$ cat src/design/gcpb_pkg.sv
// Shared types, constants and helper functions for the glyph coverage pixel blender.
package gcpb_pkg;

  localparam int unsigned PaletteEntries = 16;
  localparam int unsigned IdxW           = $clog2(PaletteEntries);
  localparam int unsigned ChanW          = 8;
  localparam int unsigned CovW           = 8;
  localparam int unsigned WordW          = 24;
  // Signed product of a channel difference and a coverage byte.
  localparam int unsigned ProdW          = ChanW + CovW + 1;

  localparam logic [CovW-1:0] CovNone = 8'h00;
  localparam logic [CovW-1:0] CovFull = 8'hff;

  typedef enum logic [1:0] {
    FMT_INDEXED = 2'd0,
    FMT_RGB555  = 2'd1,
    FMT_RGB565  = 2'd2,
    FMT_RGB888  = 2'd3
  } pix_fmt_t;

  localparam pix_fmt_t FmtReset = FMT_RGB565;

  typedef struct packed {
    logic [ChanW-1:0] r;
    logic [ChanW-1:0] g;
    logic [ChanW-1:0] b;
  } rgb_t;

  // Fixed 16-color palette.
  function automatic rgb_t pal_lookup(input logic [IdxW-1:0] idx);
    rgb_t c;
    case (idx)
      4'd0:    c = '{r: 8'h00, g: 8'h00, b: 8'h00};
      4'd1:    c = '{r: 8'haa, g: 8'h00, b: 8'h00};
      4'd2:    c = '{r: 8'h00, g: 8'haa, b: 8'h00};
      4'd3:    c = '{r: 8'haa, g: 8'h55, b: 8'h00};
      4'd4:    c = '{r: 8'h00, g: 8'h00, b: 8'haa};
      4'd5:    c = '{r: 8'haa, g: 8'h00, b: 8'haa};
      4'd6:    c = '{r: 8'h00, g: 8'haa, b: 8'haa};
      4'd7:    c = '{r: 8'haa, g: 8'haa, b: 8'haa};
      4'd8:    c = '{r: 8'h55, g: 8'h55, b: 8'h55};
      4'd9:    c = '{r: 8'hff, g: 8'h55, b: 8'h55};
      4'd10:   c = '{r: 8'h55, g: 8'hff, b: 8'h55};
      4'd11:   c = '{r: 8'hff, g: 8'hff, b: 8'h55};
      4'd12:   c = '{r: 8'h55, g: 8'h55, b: 8'hff};
      4'd13:   c = '{r: 8'hff, g: 8'h55, b: 8'hff};
      4'd14:   c = '{r: 8'h55, g: 8'hff, b: 8'hff};
      4'd15:   c = '{r: 8'hff, g: 8'hff, b: 8'hff};
      default: c = '{r: 8'h00, g: 8'h00, b: 8'h00};
    endcase
    return c;
  endfunction

  // Pack one color into a right-aligned framebuffer word (direct-color formats).
  function automatic logic [WordW-1:0] pack_rgb(input pix_fmt_t fmt, input rgb_t c);
    logic [WordW-1:0] w;
    case (fmt)
      FMT_RGB555: w = {9'd0, c.r[7:3], c.g[7:3], c.b[7:3]};
      FMT_RGB565: w = {8'd0, c.r[7:3], c.g[7:2], c.b[7:3]};
      default:    w = {c.r, c.g, c.b};
    endcase
    return w;
  endfunction

endpackage

$ cat src/design/glyph_coverage_pixel_blend.sv
// Top level of the glyph coverage pixel blender: three-stage blend and pack pipeline.
//
// Usage:
//   Input channel: drive in_coverage, in_fg_index, in_bg_index and in_span_end
//   with start high; the transfer happens at the rising edge where start is
//   high and busy is low. busy stays low, so one pixel can enter every clock.
//   Result channel: out_valid is high for exactly one cycle per pixel, with
//   out_pixel_word and out_span_end_out; the transfer ends with that cycle.
//   The receiver cannot stall the block, and none is needed: every pixel
//   leaves through the stage registers in turn, in input order.
//   Throughput is one pixel per clock; the stages are:
//     stage 1 - palette lookup of both indices, special-case flags
//     stage 2 - per-channel signed (fg - bg) * coverage multiply
//     stage 3 - add floor(product / 256) to bg, choose solid or blend, pack
//   Configuration: cfg_wr_en with cfg_wr_data writes pixel_format (0 indexed,
//   1 RGB555, 2 RGB565, 3 RGB888). Write it only while no pixel is in flight;
//   the format is sampled with each pixel at input transfer.
//   Reset (rst_n low, synchronous) clears all stage valid bits, drops any
//   pixel in flight and sets pixel_format to RGB565.
module glyph_coverage_pixel_blend (
  input  logic                               clk,
  input  logic                               rst_n,
  // input channel
  input  logic                               start,
  output logic                               busy,
  input  logic [gcpb_pkg::CovW-1:0]          in_coverage,
  input  logic [gcpb_pkg::IdxW-1:0]          in_fg_index,
  input  logic [gcpb_pkg::IdxW-1:0]          in_bg_index,
  input  logic                               in_span_end,
  // configuration
  input  logic                               cfg_wr_en,
  input  logic [1:0]                         cfg_wr_data,
  // result channel
  output logic                               out_valid,
  output logic [gcpb_pkg::WordW-1:0]         out_pixel_word,
  output logic                               out_span_end_out
);

  // Configuration register
  gcpb_pkg::pix_fmt_t fmt_r;

  always_ff @(posedge clk) begin
    if (!rst_n) begin
      fmt_r <= gcpb_pkg::FmtReset;
    end else if (cfg_wr_en) begin
      fmt_r <= gcpb_pkg::pix_fmt_t'(cfg_wr_data);
    end
  end

  // The pipeline never back-pressures.
  assign busy = 1'b0;

  logic in_xfer;
  assign in_xfer = start && !busy;

  // ---------------------------------------------------------------------------
  // Stage 1: palette lookup and special-case flags
  // ---------------------------------------------------------------------------
  logic                          v1_r;
  gcpb_pkg::rgb_t                fg1_r, bg1_r;
  logic [gcpb_pkg::CovW-1:0]     cov1_r;
  logic [gcpb_pkg::IdxW-1:0]     idx1_r;    // indexed-mode answer, picked by coverage bit 7
  logic                          solid_fg1_r, solid_bg1_r;
  gcpb_pkg::pix_fmt_t            fmt1_r;
  logic                          span1_r;

  always_ff @(posedge clk) begin
    if (!rst_n) begin
      v1_r <= 1'b0;
    end else begin
      v1_r <= in_xfer;
    end
  end

  always_ff @(posedge clk) begin
    if (in_xfer) begin
      fg1_r       <= gcpb_pkg::pal_lookup(in_fg_index);
      bg1_r       <= gcpb_pkg::pal_lookup(in_bg_index);
      cov1_r      <= in_coverage;
      idx1_r      <= in_coverage[gcpb_pkg::CovW-1] ? in_fg_index : in_bg_index;
      solid_fg1_r <= (in_coverage == gcpb_pkg::CovFull);
      solid_bg1_r <= (in_coverage == gcpb_pkg::CovNone);
      fmt1_r      <= fmt_r;
      span1_r     <= in_span_end;
    end
  end

  // ---------------------------------------------------------------------------
  // Stage 2: signed channel difference times coverage
  // ---------------------------------------------------------------------------
  localparam int unsigned ProdW = gcpb_pkg::ProdW;

  function automatic logic signed [ProdW-1:0] chan_prod(
    input logic [gcpb_pkg::ChanW-1:0] fg,
    input logic [gcpb_pkg::ChanW-1:0] bg,
    input logic [gcpb_pkg::CovW-1:0]  cov
  );
    logic signed [gcpb_pkg::ChanW:0]   diff;
    logic signed [gcpb_pkg::CovW:0]    cov_s;
    logic signed [ProdW:0]             full;
    diff  = $signed({1'b0, fg}) - $signed({1'b0, bg});
    cov_s = $signed({1'b0, cov});
    full  = diff * cov_s;
    return full[ProdW-1:0];
  endfunction

  logic                          v2_r;
  logic signed [ProdW-1:0]       pr2_r, pg2_r, pb2_r;
  gcpb_pkg::rgb_t                fg2_r, bg2_r;
  logic [gcpb_pkg::IdxW-1:0]     idx2_r;
  logic                          solid_fg2_r, solid_bg2_r;
  gcpb_pkg::pix_fmt_t            fmt2_r;
  logic                          span2_r;

  always_ff @(posedge clk) begin
    if (!rst_n) begin
      v2_r <= 1'b0;
    end else begin
      v2_r <= v1_r;
    end
  end

  always_ff @(posedge clk) begin
    if (v1_r) begin
      pr2_r       <= chan_prod(fg1_r.r, bg1_r.r, cov1_r);
      pg2_r       <= chan_prod(fg1_r.g, bg1_r.g, cov1_r);
      pb2_r       <= chan_prod(fg1_r.b, bg1_r.b, cov1_r);
      fg2_r       <= fg1_r;
      bg2_r       <= bg1_r;
      idx2_r      <= idx1_r;
      solid_fg2_r <= solid_fg1_r;
      solid_bg2_r <= solid_bg1_r;
      fmt2_r      <= fmt1_r;
      span2_r     <= span1_r;
    end
  end

  // ---------------------------------------------------------------------------
  // Stage 3: finish the blend, pick solid or blended color, pack
  // ---------------------------------------------------------------------------
  // bits [15:8] of the product are floor(product / 256) modulo 256 for both
  // signs, which is all an 8-bit channel sum needs.
  gcpb_pkg::rgb_t            mix3;
  gcpb_pkg::rgb_t            col3;
  logic [gcpb_pkg::WordW-1:0] word_nxt;

  always_comb begin
    mix3.r = bg2_r.r + pr2_r[2*gcpb_pkg::ChanW-1:gcpb_pkg::ChanW];
    mix3.g = bg2_r.g + pg2_r[2*gcpb_pkg::ChanW-1:gcpb_pkg::ChanW];
    mix3.b = bg2_r.b + pb2_r[2*gcpb_pkg::ChanW-1:gcpb_pkg::ChanW];

    // Full coverage: use the exact foreground (the blend falls one step short where fg exceeds bg).
    if (solid_fg2_r) begin
      col3 = fg2_r;
    end else if (solid_bg2_r) begin
      col3 = bg2_r;
    end else begin
      col3 = mix3;
    end

    if (fmt2_r == gcpb_pkg::FMT_INDEXED) begin
      word_nxt = {{(gcpb_pkg::WordW-gcpb_pkg::IdxW){1'b0}}, idx2_r};
    end else begin
      word_nxt = gcpb_pkg::pack_rgb(fmt2_r, col3);
    end
  end

  logic                        out_valid_r;
  logic [gcpb_pkg::WordW-1:0]  out_word_r;
  logic                        out_span_r;

  always_ff @(posedge clk) begin
    if (!rst_n) begin
      out_valid_r <= 1'b0;
    end else begin
      out_valid_r <= v2_r;
    end
  end

  always_ff @(posedge clk) begin
    if (v2_r) begin
      out_word_r <= word_nxt;
      out_span_r <= span2_r;
    end
  end

  assign out_valid        = out_valid_r;
  assign out_pixel_word   = out_word_r;
  assign out_span_end_out = out_span_r;

  // ---------------------------------------------------------------------------
  // Assertions
  // ---------------------------------------------------------------------------
  // Every input transfer comes out as a result strobe once it has passed through every pipeline register.
  a_latency: assert property (@(posedge clk) disable iff (!rst_n)
    in_xfer |-> ##3 out_valid)
    else $error("pixel did not emerge three clocks after input transfer");

  // No result strobe without a matching earlier input transfer.
  a_no_phantom: assert property (@(posedge clk) disable iff (!rst_n)
    !in_xfer |-> ##3 !out_valid)
    else $error("result strobe without input transfer");

  // Indexed mode only ever produces a palette index.
  a_indexed_narrow: assert property (@(posedge clk) disable iff (!rst_n)
    (v2_r && fmt2_r == gcpb_pkg::FMT_INDEXED) |=>
      out_pixel_word[gcpb_pkg::WordW-1:gcpb_pkg::IdxW] == '0)
    else $error("indexed pixel word wider than a palette index");

  // 16-bit formats never set bits above bit 15.
  a_rgb16_narrow: assert property (@(posedge clk) disable iff (!rst_n)
    (v2_r && (fmt2_r == gcpb_pkg::FMT_RGB555 || fmt2_r == gcpb_pkg::FMT_RGB565)) |=>
      out_pixel_word[gcpb_pkg::WordW-1:16] == '0)
    else $error("16-bit pixel word has upper bits set");

endmodule
$ cat config.mk
export PLATFORM = sky130hd
export DESIGN_NAME = glyph_coverage_pixel_blend
export DESIGN_NICKNAME = d
export VERILOG_FILES = /design/src/design/gcpb_pkg.sv /design/src/design/glyph_coverage_pixel_blend.sv
export SDC_FILE = /design/constraint.sdc
export NUM_CORES = 1
export LEC_CHECK = 0
export BUFFER_PORTS_ARGS = -buffer_cell sky130_fd_sc_hd__buf_4
export CAP_MARGIN = 20
export CORE_MARGIN = 3
export CORE_UTILIZATION = 55
export CTS_CLUSTER_DIAMETER = 40
export CTS_CLUSTER_SIZE = 16
export DETAILED_ROUTE_END_ITERATION = 10
export GPL_TIMING_DRIVEN = 0
export HOLD_SLACK_MARGIN = 0.06
export PLACE_DENSITY = 0.82
export SKIP_CTS_REPAIR_TIMING = 1
export SLEW_MARGIN = 25
export SYNTH_ARGS = -nofsm -noshare
export SYNTH_HDL_FRONTEND = slang
export SYNTH_SLANG_ARGS = --single-unit
export TNS_END_PERCENT = 5
$ cat constraint.sdc
create_clock -name clk -period 11.1 [get_ports clk]
set_clock_uncertainty 0.05 [all_clocks]
set_input_delay 0.555 -clock clk [delete_from_list [all_inputs] [get_ports clk]]
set_output_delay 0.555 -clock clk [all_outputs]
set_load 0.005 [all_outputs]
==> summary.md <==
| Metric | Value |
|---|---|
| Outcome | completed |
| Commonest register cell after synthesis | sky130_fd_sc_hd__edfxtp_1 |
| Clock transition at path regs | 0.09 ns |
| Overflow after GRT | 0 |
| Setup TNS Final | 0 ns |
| Data required, critical path | ~11 ns |
| Number of buffers created by CTS | 9 |
| Placer's final routability congestion estimate | between 0.9 and 1 |
| Antenna Diode Count | 0 |
| Worst reg-to-reg setup slack | slightly above 4 ns |
| Final net count | between 1500 and 2000 |
| Worst setup slack before clock tree synthesis | 4.24 ns |
| CTS H-tree depth | 3 |
| Fraction of the cycle the final worst path needs | between 60 and 70% |
| Max cap viols | 0 |
| Total routing resource utilization after global routing | 23.7% |
| EDFF count, synth | 95 |
| Detailed-routing iteration count for the pre-antenna-repair pass | 6 |
| Number of standard cells after synthesis | 1284 |
| Die outline area | roughly 0.024 mm2 |
| Num ports | 50 |
| Wire length of the first global-routing pass | about 46 mm |
| Warnings, synthesis | 0 |
| Crit path arrival time | approximately 7 ns |
| Later-pin clock latency in the skew report | 0.36 ns |
| Relative max-transition margin | a little under a third |
| First-iteration detailed-routing DRC count | between 700 and 800 |
| Area of the placeable core | 0.0220 mm2 |
| Initial antenna violation count | 0 |
| Vias in the first global route | between 9000 and 10000 |
| Most common cell after layout, fill and taps aside | sky130_fd_sc_hd__inv_1 |
| Start-to-end type of the worst setup path | reg2reg |
| CTS tree | yes |
| Filler cells | ~1900 |
| Average wire per cell in the routed design | about 17 um |
| Number of input and output port buffers inserted | 48 |
| Vias after detailed routing | slightly above 9000 |
| Die Span X | approximately 160 um |
| Slew @ Worst Pin | roughly 1 ns |
| Syn Std Cell Area | approximately 0.012 mm2 |
| Top library cells by usage in the layout, fill and taps aside | sky130_fd_sc_hd__inv_1 (293), sky130_fd_sc_hd__fa_1 (168), sky130_fd_sc_hd__nand2_1 (118) |
| HPWL after detailed placement | between 20 and 25 mm |
| Total nets after synthesis | approximately 1600 |
| Kind of end point of the critical path | register |
| Routed wire length | 27.7 mm |
| Area grow syn2layout | 8.38% |
| Largest net degree at the start of global routing | 29 |
| # clock sinks | 100 |
| Standard-cell row count | between 50 and 60 |
| Worst Path Max Fanout | 10 |
| Upper clock frequency limit | about 140 MHz |
| End-of-flow core utilization | 61.1% |
| Portion of the post-synthesis area used by sequential elements | approximately a quarter |
| Setup repair after global routing missed its margin | no |
| Root Buffer | sky130_fd_sc_hd__clkbuf_16 |
| Fraction of final layout cells sized beyond drive strength 1 | just under 7% |
| Synth unique cells | between 60 and 70 |
| Residual antenna-violating net count after detailed routing | 0 |
| Synth Register Bits | 100 |
| DRC violation count after routing | 0 |
| Startpoint types | register |
| Final Slew Violations | 0 |
| Initial Util | a little under three fifths |
| Final critical delay including setup and external delays | 6.98 ns |
| Number of endpoints with negative hold slack in the final report | 0 |
| Max clock buf depth | 2 |
| Hold WC Path Type | in2reg |
| Worst setup slack after layout | approximately 4.1 ns |
| Average vias per placed instance | about 5.6 |
| Setup Viol. Count Final | 0 |
| Height of the die | ~160 um |
| Syn avg cell area | 9.68 um2 |
| Fraction of synthesis flops using an asynchronous set or reset pin | 0% |
final timing paths:
path,from,cells after the start,to
worst min-delay path,in_span_end,1,span1_r
worst min register to register,solid_fg1_r,0,solid_fg2_r
worst max-delay path,fg1_r[22],23,pb2_r[15]
worst max register to register,fg1_r[22],23,pb2_r[15]
cell usage after synthesis (3+ instances only):
| master | number | area (um2) |
|---|---|---|
| sky130_fd_sc_hd__a21o_1 | 11 | 82.6 |
| sky130_fd_sc_hd__o21ai_1 | 12 | 60.1 |
| sky130_fd_sc_hd__o31ai_1 | 5 | 37.5 |
| sky130_fd_sc_hd__and2_1 | 68 | 425 |
| sky130_fd_sc_hd__inv_1 | 293 | 1100 |
| sky130_fd_sc_hd__nor2_1 | 44 | 165 |
| sky130_fd_sc_hd__edfxtp_1 | 95 | 2850 |
| sky130_fd_sc_hd__nand2_1 | 118 | 443 |
| sky130_fd_sc_hd__mux2i_1 | 4 | 40.0 |
| sky130_fd_sc_hd__or4_1 | 7 | 52.6 |
| sky130_fd_sc_hd__o21ai_0 | 28 | 140 |
| sky130_fd_sc_hd__a21boi_1 | 3 | 22.5 |
| sky130_fd_sc_hd__inv_2 | 5 | 18.8 |
| sky130_fd_sc_hd__nand3_1 | 17 | 85.1 |
| sky130_fd_sc_hd__a21oi_1 | 41 | 205 |
| sky130_fd_sc_hd__a31o_2 | 3 | 26.3 |
| sky130_fd_sc_hd__o21a_1 | 10 | 75.1 |
| sky130_fd_sc_hd__nand4_1 | 4 | 25.0 |
| sky130_fd_sc_hd__clkbuf_1 | 32 | 120 |
| sky130_fd_sc_hd__o21bai_1 | 4 | 30.0 |
| sky130_fd_sc_hd__nor3_1 | 12 | 60.1 |
| sky130_fd_sc_hd__buf_2 | 3 | 15.0 |
| sky130_fd_sc_hd__xor2_1 | 19 | 166 |
| sky130_fd_sc_hd__nor2b_1 | 20 | 125 |
| sky130_fd_sc_hd__a211oi_1 | 8 | 60.1 |
| sky130_fd_sc_hd__xnor2_1 | 35 | 307 |
| sky130_fd_sc_hd__nand3b_1 | 5 | 37.5 |
| sky130_fd_sc_hd__o31a_1 | 8 | 70.1 |
| sky130_fd_sc_hd__or3_1 | 11 | 68.8 |
| sky130_fd_sc_hd__nand2b_1 | 15 | 93.8 |
| sky130_fd_sc_hd__dfxtp_1 | 5 | 100 |
| sky130_fd_sc_hd__nor4_1 | 6 | 37.5 |
| sky130_fd_sc_hd__ha_1 | 114 | 1430 |
| sky130_fd_sc_hd__fa_1 | 168 | 3360 |
| sky130_fd_sc_hd__a31oi_1 | 7 | 43.8 |
flip-flops by register name, summed over array words and instances, names as in the netlist, 2 cells and up:
signal          cells
out_pixel_word     24
cov1_r              8
pb2_r               8
pg2_r               8
pr2_r               8
bg1_r               5
bg2_r               5
fg1_r               5
fg2_r               5
idx1_r              4
idx2_r              4
fmt1_r              2
fmt2_r              2
fmt_r               2
area by class of cell:
class,instances,area [um2],share of cell area (%)
Sequential cell,100,2950,21.9
Clock buffer,9,225,1.67
Multi-Input combinational cell,849,8210,60.9
Inverter,298,1120,8.31
Timing Repair Buffer,49,380,2.82
Tap cell,280,350,2.60
Clock inverter,7,83.8,0.623
Buffer,37,146,1.09
through the flow:
stage	cell area [um2]	hold WS (ns)	std cells
final	13500	0.316	1629
after global routing	13500	0.309	1629
after CTS	13500	0.308	1629
after detailed placement	13200	0.355	1613
after global placement	13100	0.351	1612
after floorplan	12400	0.350	1284
kinds of logic (layout without fill, tap and decap cells):
family / Yosys count / in the layout / share of synthesized area (%)
compound gates: 169 / 169 / 9.35
xor+xnor: 54 / 54 / 3.81
fa+ha+maj: 282 / 282 / 38.5
buf+inv: 335 / 400 / 10.2
flops: 100 / 100 / 23.8
mux: 6 / 6 / 0.503
other cells: 1 / 1 / 0.0302
simple gates: 337 / 337 / 13.8
routing by layer:
metal | track usage (%) | wire length, um | up-vias | share of wire [%]
li1 | - | - | 4218 | -
met1 | 31.4 | 11400 | 4436 | 41
met3 | 3.65 | 1910 | 72 | 6.9
met2 | 40.0 | 13600 | 375 | 49
met5 | 0 | 0 | - | 0
met4 | 7.88 | 788 | 0 | 2.8
worst max-delay path, cell delays in order (launching register included):
cell and delay, ns:
sky130_fd_sc_hd__edfxtp_1 0.46, sky130_fd_sc_hd__inv_1 0.12, sky130_fd_sc_hd__ha_1 0.15, sky130_fd_sc_hd__inv_1 0.07, sky130_fd_sc_hd__fa_1 0.42, sky130_fd_sc_hd__a21o_1 0.21, sky130_fd_sc_hd__a21oi_2 0.45, sky130_fd_sc_hd__xnor2_1 0.28
sky130_fd_sc_hd__clkbuf_1 0.40, sky130_fd_sc_hd__nand2_1 0.14, sky130_fd_sc_hd__fa_1 0.54, sky130_fd_sc_hd__inv_1 0.05, sky130_fd_sc_hd__fa_1 0.49, sky130_fd_sc_hd__inv_1 0.06, sky130_fd_sc_hd__fa_1 0.48, sky130_fd_sc_hd__fa_1 0.49
sky130_fd_sc_hd__inv_1 0.04, sky130_fd_sc_hd__ha_1 0.19, sky130_fd_sc_hd__or3_1 0.39, sky130_fd_sc_hd__a31oi_2 0.20, sky130_fd_sc_hd__o21bai_2 0.15, sky130_fd_sc_hd__a2111oi_4 0.46, sky130_fd_sc_hd__o221ai_2 0.17, sky130_fd_sc_hd__xnor2_1 0.32
Power is left out: the tool's default activity adds up to more than one toggle a clock period on the data nets, which glitch-free logic cannot reach.
